**config.mk**
```make
export PLATFORM = sky130hd
export DESIGN_NAME = sem_lane
export DESIGN_NICKNAME = d
export VERILOG_FILES = /design/src/rtl/sem_pkg.sv /design/src/rtl/sem_lane.sv
export SDC_FILE = /design/constraint.sdc
export NUM_CORES = 1
export LEC_CHECK = 0
export ABC_AREA = 1
export BUFFER_PORTS_ARGS = -buffer_cell sky130_fd_sc_hd__buf_2
export CORE_UTILIZATION = 34
export DETAILED_ROUTE_END_ITERATION = 6
export PLACE_DENSITY = 0.45
export SYNTH_ARGS = -nofsm -noshare
export SYNTH_HDL_FRONTEND = slang
export SYNTH_SLANG_ARGS = --single-unit
```
**constraint.sdc**
```tcl
create_clock -name clk -period 9.64 [get_ports clk]
set_clock_uncertainty 0.1 [all_clocks]
set_input_delay 0 -clock clk [delete_from_list [all_inputs] [get_ports clk]]
set_output_delay 0 -clock clk [all_outputs]
set_load 0.1 [all_outputs]
```
**src/rtl/sem_pkg.sv**
```systemverilog
// shared constants and kernel tables for the rgb sobel edge magnitude unit
// no dependencies
package sem_pkg;

  localparam int unsigned CFG_DATA_W   = 11;
  localparam int unsigned CFG_INDEX_W  = 4;
  localparam int unsigned PIX_W        = 8;
  localparam int unsigned RGB_W        = 3 * PIX_W;
  localparam int unsigned GRAD_W       = 12;
  localparam int unsigned SUMSQ_W      = 2 * GRAD_W - 1;
  localparam int unsigned ROOT_STEPS_W = 3;

  localparam int unsigned DEF_MAX_WIDTH  = 1024;
  localparam int unsigned DEF_MAX_HEIGHT = 1024;

  localparam logic [CFG_DATA_W-1:0] WIDTH_RESET  = CFG_DATA_W'(640);
  localparam logic [CFG_DATA_W-1:0] HEIGHT_RESET = CFG_DATA_W'(480);

  localparam logic [CFG_INDEX_W-1:0] REG_IMAGE_WIDTH  = CFG_INDEX_W'(0);
  localparam logic [CFG_INDEX_W-1:0] REG_IMAGE_HEIGHT = CFG_INDEX_W'(1);

  localparam logic [PIX_W-1:0] SAT_LIMIT = PIX_W'(255);
  // largest sum of squares whose rounded root does not exceed the limit
  localparam logic [SUMSQ_W-1:0] SAT_SUMSQ = SUMSQ_W'(255 * 255 + 255);

  localparam logic signed [GRAD_W-1:0] KERN_X [9] = '{
    -12'sd1, 12'sd0, 12'sd1,
    -12'sd2, 12'sd0, 12'sd2,
    -12'sd1, 12'sd0, 12'sd1
  };
  localparam logic signed [GRAD_W-1:0] KERN_Y [9] = '{
    -12'sd1, -12'sd2, -12'sd1,
     12'sd0,  12'sd0,  12'sd0,
     12'sd1,  12'sd2,  12'sd1
  };

  typedef struct packed {
    logic start;
    logic done;
  } lane_ctl_t;

endpackage

```
**src/rtl/sem_lane.sv**
```systemverilog
// one color channel: sobel gradients, sum of squares, rounded iterative root
// uses sem_pkg for kernels and widths
module sem_lane (
  input  logic                      clk,
  input  logic                      rst_n,
  input  logic                      start,
  input  logic [sem_pkg::PIX_W-1:0] pix [9],
  input  logic [8:0]                mask,
  output logic                      done,
  output logic [sem_pkg::PIX_W-1:0] result
);

  typedef enum logic [2:0] {L_IDLE, L_SQ, L_SUM, L_ROOT, L_FIN} lstate_t;

  lstate_t                                  state_r;
  logic signed [sem_pkg::GRAD_W-1:0]        gx_r, gy_r, gx_nxt, gy_nxt;
  logic [2*sem_pkg::GRAD_W-1:0]             sqx_r, sqy_r;
  logic [15:0]                              s16_r;
  logic                                     sat_r;
  logic [sem_pkg::PIX_W-1:0]                k_r, result_r, trial;
  logic [sem_pkg::ROOT_STEPS_W-1:0]         step_r;
  logic                                     done_r;
  logic [sem_pkg::SUMSQ_W-1:0]              sumsq;
  logic [15:0]                              trial_sq, k_sq_k;

  always_comb begin
    logic signed [sem_pkg::GRAD_W-1:0] v;
    gx_nxt = '0;
    gy_nxt = '0;
    for (int j = 0; j < 9; j++) begin
      v = $signed({4'b0, pix[j]});
      if (mask[j]) begin
        gx_nxt = gx_nxt + sem_pkg::GRAD_W'(sem_pkg::KERN_X[j] * v);
        gy_nxt = gy_nxt + sem_pkg::GRAD_W'(sem_pkg::KERN_Y[j] * v);
      end
    end
  end

  assign sumsq    = sem_pkg::SUMSQ_W'(sqx_r) + sem_pkg::SUMSQ_W'(sqy_r);
  assign trial    = k_r | (sem_pkg::PIX_W'(1) << step_r);
  assign trial_sq = trial * trial;
  assign k_sq_k   = 16'(k_r * k_r) + 16'(k_r);

  always_ff @(posedge clk) begin
    if (!rst_n) begin
      state_r <= L_IDLE;
      done_r  <= 1'b0;
    end else begin
      done_r <= 1'b0;
      unique case (state_r)
        L_IDLE: begin
          if (start) begin
            gx_r    <= gx_nxt;
            gy_r    <= gy_nxt;
            state_r <= L_SQ;
          end
        end
        L_SQ: begin
          sqx_r   <= (2*sem_pkg::GRAD_W)'(gx_r * gx_r);
          sqy_r   <= (2*sem_pkg::GRAD_W)'(gy_r * gy_r);
          state_r <= L_SUM;
        end
        L_SUM: begin
          sat_r   <= sumsq > sem_pkg::SAT_SUMSQ;
          s16_r   <= sumsq[15:0];
          k_r     <= '0;
          step_r  <= '1;
          state_r <= L_ROOT;
        end
        L_ROOT: begin
          if (trial_sq <= s16_r) begin
            k_r <= trial;
          end
          step_r <= step_r - 1'b1;
          if (step_r == '0) begin
            state_r <= L_FIN;
          end
        end
        L_FIN: begin
          if (sat_r) begin
            result_r <= sem_pkg::SAT_LIMIT;
          end else if (s16_r > k_sq_k && k_r != sem_pkg::SAT_LIMIT) begin
            result_r <= k_r + 1'b1;
          end else begin
            result_r <= k_r;
          end
          done_r  <= 1'b1;
          state_r <= L_IDLE;
        end
        default: state_r <= L_IDLE;
      endcase
    end
  end

  assign done   = done_r;
  assign result = result_r;

endmodule

```
Word-level counts from Yosys, hierarchy flattened
Index checks and enable logic that the tools add are counted.
{"block": "totals", "reg_bits": 110, "output_inout_bits": 9, "elab_cells": 77}
{"block": "op_classes", "n_shift": 1, "magnitude_cmp": 3, "n_bitwise": 1, "n_reduce_logical": 11, "n_mux": 19, "multipliers": 4, "n_eq_ne": 8, "addsub": 19}
{"operator": "12-bit 2-to-1 mux", "count": 11}
{"operator": "12-bit adder", "count": 4}
{"operator": "12-bit by 9-bit adder with 12-bit output", "count": 4}
{"operator": "12-bit by 12-bit multiplier with 23-bit output", "count": 2}
{"operator": "8-bit negator with 12-bit output", "count": 3}
{"operator": "8-bit by 8-bit multiplier with 16-bit output", "count": 2}
{"operator": "12-bit by 10-bit adder with 12-bit output", "count": 2}
{"operator": "23-bit adder", "count": 1}
{"operator": "23-bit by 16-bit greater-than comparator with 1-bit output, second input constant", "count": 1}
{"operator": "8-bit negator with 11-bit output", "count": 2}
{"operator": "16-bit by 8-bit adder with 16-bit output", "count": 1}
{"operator": "16-bit greater-than comparator", "count": 1}
{"operator": "16-bit <= comparator", "count": 1}
{"operator": "8-bit 2-to-1 mux", "count": 2}
{"operator": "8-bit one-hot mux with 2 select lines", "count": 1}
{"operator": "3-bit one-hot mux with 4 select lines", "count": 1}
{"operator": "2-bit AND reduction", "count": 5}
{"operator": "8-bit by 1-bit adder with 8-bit output, second input constant", "count": 1}
{"operator": "8-bit inequality test, second input constant", "count": 1}
{"operator": "8-bit OR", "count": 1}
{"operator": "1-bit by 3-bit left shift with 8-bit output, first input constant", "count": 1}
{"operator": "3-bit by 2-bit == test with 1-bit output, second input constant", "count": 2}
{"operator": "3-bit zero test", "count": 2}
{"operator": "3-bit 2-to-1 mux", "count": 2}
{"operator": "other kinds (9)", "count": 12}

Depth between registers and ports, before layout
Gate-level depths: netlist of the first run.
{"block": "logic_depth", "ltp_word": 12, "mapped_depth": 41, "ltp_nobuf": 41}

Least setup slack after synthesis of the first run
No wires, ideal clock.
{"block": "synth_timing", "path_kind": "reg2reg", "startpoint": "reg step_r[0] (netlist name)", "endpoint": "reg k_r[0] (netlist name), enable pin", "path_buffers": 0, "t_arrival_ns": 6.215, "stages_incl_launch_ff": 31, "setup_slack_ns": 2.936, "path_cell_list": "edfxtp_1 ha_1 a21oi_1 clkinv_1 nand2_1 inv_1 fa_1 xnor2_1 xor2_1 fa_1 inv_1 fa_1 inv_1 ha_1 a21oi_1 o21bai_1 a21oi_1 o21bai_1 a21oi_1 o21bai_1 a21oi_1 nor2_1 nor2_1 xor2_1 ha_1 nand2_1 inv_1 nand3_1 nor3_1 nand3_1 a311oi_1"}
{"block": "synth_between", "elab_chain_len": 6}
{"element": "from (decl)", "line_no": "sem_lane.sv:21", "source": "logic [sem_pkg::ROOT_STEPS_W-1:0] step_r;"}
{"element": "from (signal assigned)", "line_no": "sem_lane.sv:74", "source": "step_r <= step_r - 1'b1;"}
{"element": "1-bit by 3-bit left shift with 8-bit output", "line_no": "sem_lane.sv:40", "source": "assign trial = k_r | (sem_pkg::PIX_W'(1) << step_r);"}
{"element": "8-bit OR", "line_no": "sem_lane.sv:40"}
{"element": "named net trial (one bit)", "line_no": "sem_lane.sv:20", "source": "logic [sem_pkg::PIX_W-1:0] k_r, result_r, trial;"}
{"element": "8-bit by 8-bit multiplier with 16-bit output", "line_no": "sem_lane.sv:41", "source": "assign trial_sq = trial * trial;"}
{"element": "16-bit <= comparator", "line_no": "sem_lane.sv:71", "source": "if (trial_sq <= s16_r) begin"}
{"element": "2-bit inequality test (no line)"}
{"element": "3-bit AND reduction (no line)"}
{"element": "to (signal assigned)", "line_no": "sem_lane.sv:72", "source": "k_r <= trial;"}
{"element": "to (decl)", "line_no": "sem_lane.sv:20"}
The timed path passes the listed nets, and every way through them passes these cells.
A chain may end at the register's enable or synchronous reset.

Worst setup path after layout of the first run
{"block": "layout_timing", "startpoint": "reg k_r[5] (netlist name)", "endpoint": "reg k_r[0] (netlist name), enable pin"}
{"block": "layout_between", "elab_chain_len": 5}
{"element": "8-bit OR", "line_no": "sem_lane.sv:40"}
{"element": "named net trial (one bit)", "line_no": "sem_lane.sv:20"}
{"element": "8-bit by 8-bit multiplier with 16-bit output", "line_no": "sem_lane.sv:41"}
{"element": "16-bit <= comparator", "line_no": "sem_lane.sv:71"}
{"element": "2-bit inequality test (no line)"}
{"element": "3-bit AND reduction (no line)"}
The timed path passes the listed nets, and every way through them passes these cells.

==> results_dict.tcl, run 1 <==
set metrics [dict create \
    io_buffers 83 \
    synth_top_area_share_pct 25.7 \
    path_class "reg -> reg" \
    dp_hpwl_microns 47600 \
    synth_area_leaders "fa_1 26%, ha_1 16%, edfxtp_1 13%" \
    max_freq_mhz 137 \
    synth_area_sq_mm 0.0237 \
    nFillCells 7208 \
    num_rows 96 \
    vias 17959 \
    grt_pass1_vias 18971 \
    synth_flop_cell "edfxtp_1" \
    hold_class "in -> reg" \
    setup_viol 0 \
    vias_per_cell 4.54 \
    syn2layout_area_growth_pct 7.64 \
    critPathArrivalTime_ps 7300 \
    grt_pass1_wl_microns 92700 \
    rsz0062_at_grt "false" \
    die_x_microns 266 \
    drive_gt1_share_pct 6.75 \
    drt_iter0_markers 626 \
    finalWirelength_microns 54900 \
    synth_fp_nets 3666 \
    cts_setup_buffers 0 \
    root_buffer "clkbuf_16" \
    slew_violations 0 \
    overflow 0 \
    period_share_pct 75.8 \
    clk_pin_slew_ps 80 \
    async_flop_share_pct 0 \
    htreeDepth 3 \
    crit_path_end_kind "flop" \
    tritoncts "built" \
    fin_crit_ps 7310 \
    insertion_delay_ps 380 \
    cts.sinks 108 \
    gp_congestion 0.861 \
    core_area_sq_mm 0.0688 \
    synth_enable_flop_cells 104 \
    drt_pre_antenna_iters 5 \
    outcome "complete, no violations" \
    nets 3717 \
    yosys.cell_types.count 59 \
    drcViolationCount 0 \
    clockBufferDepth 2 \
    worst_ep_required_time_ps 9630 \
    slowest_stage "edfxtp_1" \
    final_antenna_net_count 0 \
    max_stage_delay_ps 650 \
    postCtsResizedCells 0 \
    yosys_register_bits 108 \
    tightest_slew_ps 975 \
    relSlewSlack_pct 34.5 \
    wl_per_cell_microns 13.9 \
    grt_max_degree 45 \
    grt_usage_pct 16.3 \
    synth.avg_cell_area_sq_um 8.00 \
    antenna_found_initial 20 \
    synth_area_leader_cell "fa_1" \
    numCtsBuffers 9 \
    fin_tns_setup_ps 0 \
    cp_max_fo 14 \
    r2r_slack_ps 2330 \
    start_util_pct 34.5 \
    die_h_microns 266 \
    ys_seq_area_share_pct 13.5 \
    yosysWarningCount 0 \
    io_pins 93 \
    drv_cap 0 \
    postLayoutCoreUtil_pct 37.1 \
    hold_violations 0 \
    cp-start-kind "flop" \
    dieArea_sq_mm 0.0709 \
    netlist_instances 2967 \
]
[registers in the layout, indices dropped and copies added (netlist names), 3 cells and up]
register,count
gy_r,12
sqy_r,22
gx_r,12
state_r,3
step_r,3
k_r,8
sqx_r,22
s16_r,16
result,8
[cell families (layout without fill, tap and decap cells)]
kind of cell | count (synthesis) | after routing | share of synthesized area (%)
AO/OA/AOI/OAI | 355 | 355 | 8.43
XOR/XNOR | 166 | 166 | 6.18
adder cells (fa/ha/maj) | 615 | 615 | 42.0
buffers and inverters | 785 | 841 | 12.4
flip-flops | 108 | 108 | 13.5
multiplexers | 1 | 1 | 0.0422
other | 0 | 5 | 0
AND/OR/NAND/NOR | 937 | 937 | 17.4
[cells in the mapped netlist, types with 3 or more instances]
master	n
a211oi_1	8
a21boi_0	3
a21o_1	7
a21oi_1	159
a31oi_1	12
and2_1	6
buf_1	3
clkbuf_1	45
clkinv_1	4
dfxtp_1	4
edfxtp_1	104
fa_1	305
ha_1	310
inv_1	723
inv_2	6
nand2_1	589
nand2_2	25
nand2_4	9
nand3_1	77
nand3_2	15
nand3_4	3
nand3b_1	9
nand4_1	25
nor2_1	121
nor2_2	10
nor3_1	13
nor4_1	10
o21a_1	4
o21ai_0	98
o21ai_1	17
o21bai_1	20
o31ai_1	5
or2_2	19
xnor2_1	63
xor2_1	102
[routing by layer]
layer / GRT usage [%] / wire length [microns] / up-vias
met5: 0 / 172 / -
li1: - / - / 9295
met4: 2.81 / 673 / 28
met3: 2.73 / 1860 / 58
met1: 19.1 / 23300 / 8417
met2: 30.9 / 28900 / 161
[layout make-up]
type / instances / area [sq um] / area share (%)
Tap cell: 931 / 1160 / 4.56
Multi-Input combinational cell: 2074 / 17600 / 68.9
Timing Repair Buffer: 92 / 493 / 1.93
Clock buffer: 10 / 239 / 0.935
Antenna cell: 5 / 12.5 / 0.0489
Inverter: 733 / 2750 / 10.8
Sequential cell: 108 / 3200 / 12.5
Clock inverter: 6 / 87.6 / 0.343
[worst max-delay path, delay by kind of cell (launching register included)]
family                   cells  cell delay (ps)
adder cells (fa/ha/maj)      6             2260
buffers and inverters        7              980
AND/OR/NAND/NOR              9             1150
XOR/XNOR                     1              140
AO/OA/AOI/OAI                9             1730
flip-flops                   1              650
[final timing paths]
check | start | to | cells past startpoint
max | k_r[5] | k_r[0] | 32
min | mask[7] | gy_r[7] | 4
max reg2reg | k_r[5] | k_r[0] | 32
min reg2reg | state_r[2] | done | 2
[cell usage in the layout (no fill, tap or decap), drive strengths merged, types with 9 or more instances in the layout]
| master | Yosys | layout |
|---|---|---|
| o21bai | 20 | 20 |
| nand4 | 25 | 25 |
| nor2 | 132 | 132 |
| or2 | 21 | 21 |
| nand3b | 9 | 9 |
| nand3 | 95 | 95 |
| fa | 305 | 305 |
| a31oi | 12 | 12 |
| ha | 310 | 310 |
| clkbuf | 46 | 10 |
| o21ai | 118 | 118 |
| nor3 | 13 | 13 |
| inv | 729 | 729 |
| nor4 | 10 | 10 |
| buf | 6 | 88 |
| edfxtp | 104 | 104 |
| xor2 | 102 | 102 |
| a21oi | 162 | 162 |
| xnor2 | 63 | 63 |
| nand2 | 623 | 623 |
[metrics by stage]
step	instance area (sq um)	cells	hold WS [ps]	setup slack, ps
floorplan	23700	2967	81.8	2940
global placement	25200	3934	262	2400
detailed placement	25200	3934	278	2300
CTS	25500	3954	16.9	2270
global route	25600	3957	41.9	1720
finish	25600	3959	38.4	2330
[what timing repair did]
action,4_1_cts,5_1_grt
setup endpoints to repair,0,0
endpoints found under the hold margin,7,0
hold buffers,4,0
Power of run 1 is left out: the tool's default activity adds up to more than one toggle a clock period on the data nets, which glitch-free logic cannot reach.
==> run 2: changes to the inputs <==
==> constraint.sdc (replaced) <==
create_clock -name clk -period 7.23 [get_ports clk]
set_clock_uncertainty 0.1 [all_clocks]
set_input_delay 0 -clock clk [delete_from_list [all_inputs] [get_ports clk]]
set_output_delay 0 -clock clk [all_outputs]
set_load 0.1 [all_outputs]
==> run 2 against run 1 <==
  * Global-route usage is 0.12 points higher
  * Sequential share of layout area is 0.097 points lower
  * Critical path type unchanged
  * Sequential cell count stayed put
  * Highest routed layer unchanged
==> results_dict.tcl, run 2 (synthesized netlist as in run 1, its figures left out) <==
set metrics [dict create \
    gp_congestion 0.848 \
    hold_class "in -> reg" \
    start_util_pct 34.5 \
    critPathArrivalTime_ps 6790 \
    hold_violations 0 \
    hold_path_depth 4 \
    slew_violations 0 \
    top_regs "sqx_r: 22 flops, sqy_r: 22 flops, s16_r: 16 flops" \
    tritoncts "built" \
    grt_pass1_wl_microns 93800 \
    relSlewSlack_pct 36.9 \
    outcome "complete, no violations" \
    reg2reg_depth 32 \
    grt_max_degree 45 \
    drt_pre_antenna_iters 5 \
    clk_pin_slew_ps 80 \
    top_layer "met5" \
    fin_crit_ps 6790 \
    endpoint "result[7]" \
    dpl.cell_count 3948 \
    wl_per_cell_microns 13.9 \
    worst_ep_required_time_ps 7240 \
    insertion_delay_ps 370 \
    grt_pass1_vias 19405 \
    path_class "reg -> reg" \
    finalWirelength_microns 55100 \
    nFillCells 7149 \
    dp_hpwl_microns 48400 \
    final_antenna_net_count 0 \
    overflow 0 \
    slowest_stage "edfxtp_1" \
    cts.sinks 108 \
    max_freq_mhz 147 \
    io_pins 93 \
    clockBufferDepth 2 \
    r2r_slack_ps 440 \
    antenna_found_initial 19 \
    core_area_sq_mm 0.0688 \
    die_x_microns 266 \
    setup.worst_path.start "k_r[2]" \
    regToRegStartpoint "k_r[2]" \
    nets 3738 \
    drcViolationCount 0 \
    num_rows 96 \
    root_buffer "clkbuf_16" \
    drv_cap 0 \
    dieArea_sq_mm 0.0709 \
    htreeDepth 3 \
    setup_viol 0 \
    vias 18211 \
    drive_gt1_share_pct 7.62 \
    tightest_slew_ps 939 \
    worstReg2RegEnd "result[7]" \
    max_stage_delay_ps 580 \
    io_buffers 83 \
    drt_iter0_markers 608 \
    final_cell_mix "719 x inv_1, 589 x nand2_1, 310 x ha_1" \
    dr_wl_met2_microns 28600 \
    syn2layout_area_growth_pct 8.48 \
    cp-start-kind "flop" \
    fin_cells 3980 \
    grt_usage_pct 16.4 \
    die_h_microns 266 \
    mostFrequentLayoutCell "inv_1" \
    wl_met1_microns 23200 \
    cp_max_fo 10 \
    period_share_pct 93.8 \
    numCtsBuffers 9 \
    crit_path_end_kind "flop" \
    routed-wl-met3_microns 1780 \
    vias_per_cell 4.58 \
]
==> run 2: metrics by stage <==
| step | hold WS [ps] | setup slack (ps) | area [sq um] | util [%] | setup TNS, ps |
|---|---|---|---|---|---|
| 6_report | 49.0 | 445 | 25800 | 37.4 | 0 |
| 5_1_grt | 58.7 | -2.94 | 25800 | 37.4 | -2.94 |
| 4_1_cts | 37.2 | 259 | 25700 | 37.3 | 0 |
| 3_5_place_dp | 299 | 275 | 25300 | 36.7 | 0 |
| 3_3_place_gp | 260 | 382 | 25300 | 36.7 | 0 |
| 2_1_floorplan | 81.8 | 526 | 23700 | - | 0 |
==> run 2: worst max-delay path, delay by kind of cell (launching register included) <==
family                     cells  cell delay [ps]
DFF                            1              580
xor gates and xnor gates       1               80
and+or+nand+nor                9             1060
buffers and inverters          3              240
adders and majority gates      8             2800
AOI/OAI and AO/OA             11             1620
==> run 2: how the worst min path moves through the flow <==
stage | startpoint | endpoint | slack [ps]
2_1_floorplan | mask[8] | gx_r[0] | 80
3_3_place_gp | start | state_r[0] | 260
3_5_place_dp | start | state_r[0] | 300
4_1_cts | pix[0] | gx_r[0] | 40
5_1_grt | pix[0] | gx_r[0] | 60
6_report | pix[0] | gx_r[0] | 50
==> run 2: routing by layer <==
layer  GRT usage [%]  up-vias
li1                -     9334
met1            18.9     8570
met2            31.1      188
met3            2.78       89
met4            3.93       30
met5               0        -
==> run 2: cell type report <==
type | instances | area (sq um) | area share (%)
Multi-Input combinational cell | 2074 | 17600 | 68.4
Sequential cell | 108 | 3200 | 12.4
Inverter | 733 | 2750 | 10.7
Tap cell | 931 | 1160 | 4.52
Timing Repair Buffer | 113 | 653 | 2.54
Clock buffer | 10 | 229 | 0.889
Clock inverter | 6 | 119 | 0.461
Antenna cell | 5 | 12.5 | 0.0486
==> run 2: what timing repair did <==
action,in CTS,in global routing
setup endpoints to repair,0,13
hold buffers,5,0
hold endpoints to repair,8,0
resized for setup,0,11
buffers inserted,0,6
Power of run 2 is left out for the same reason.
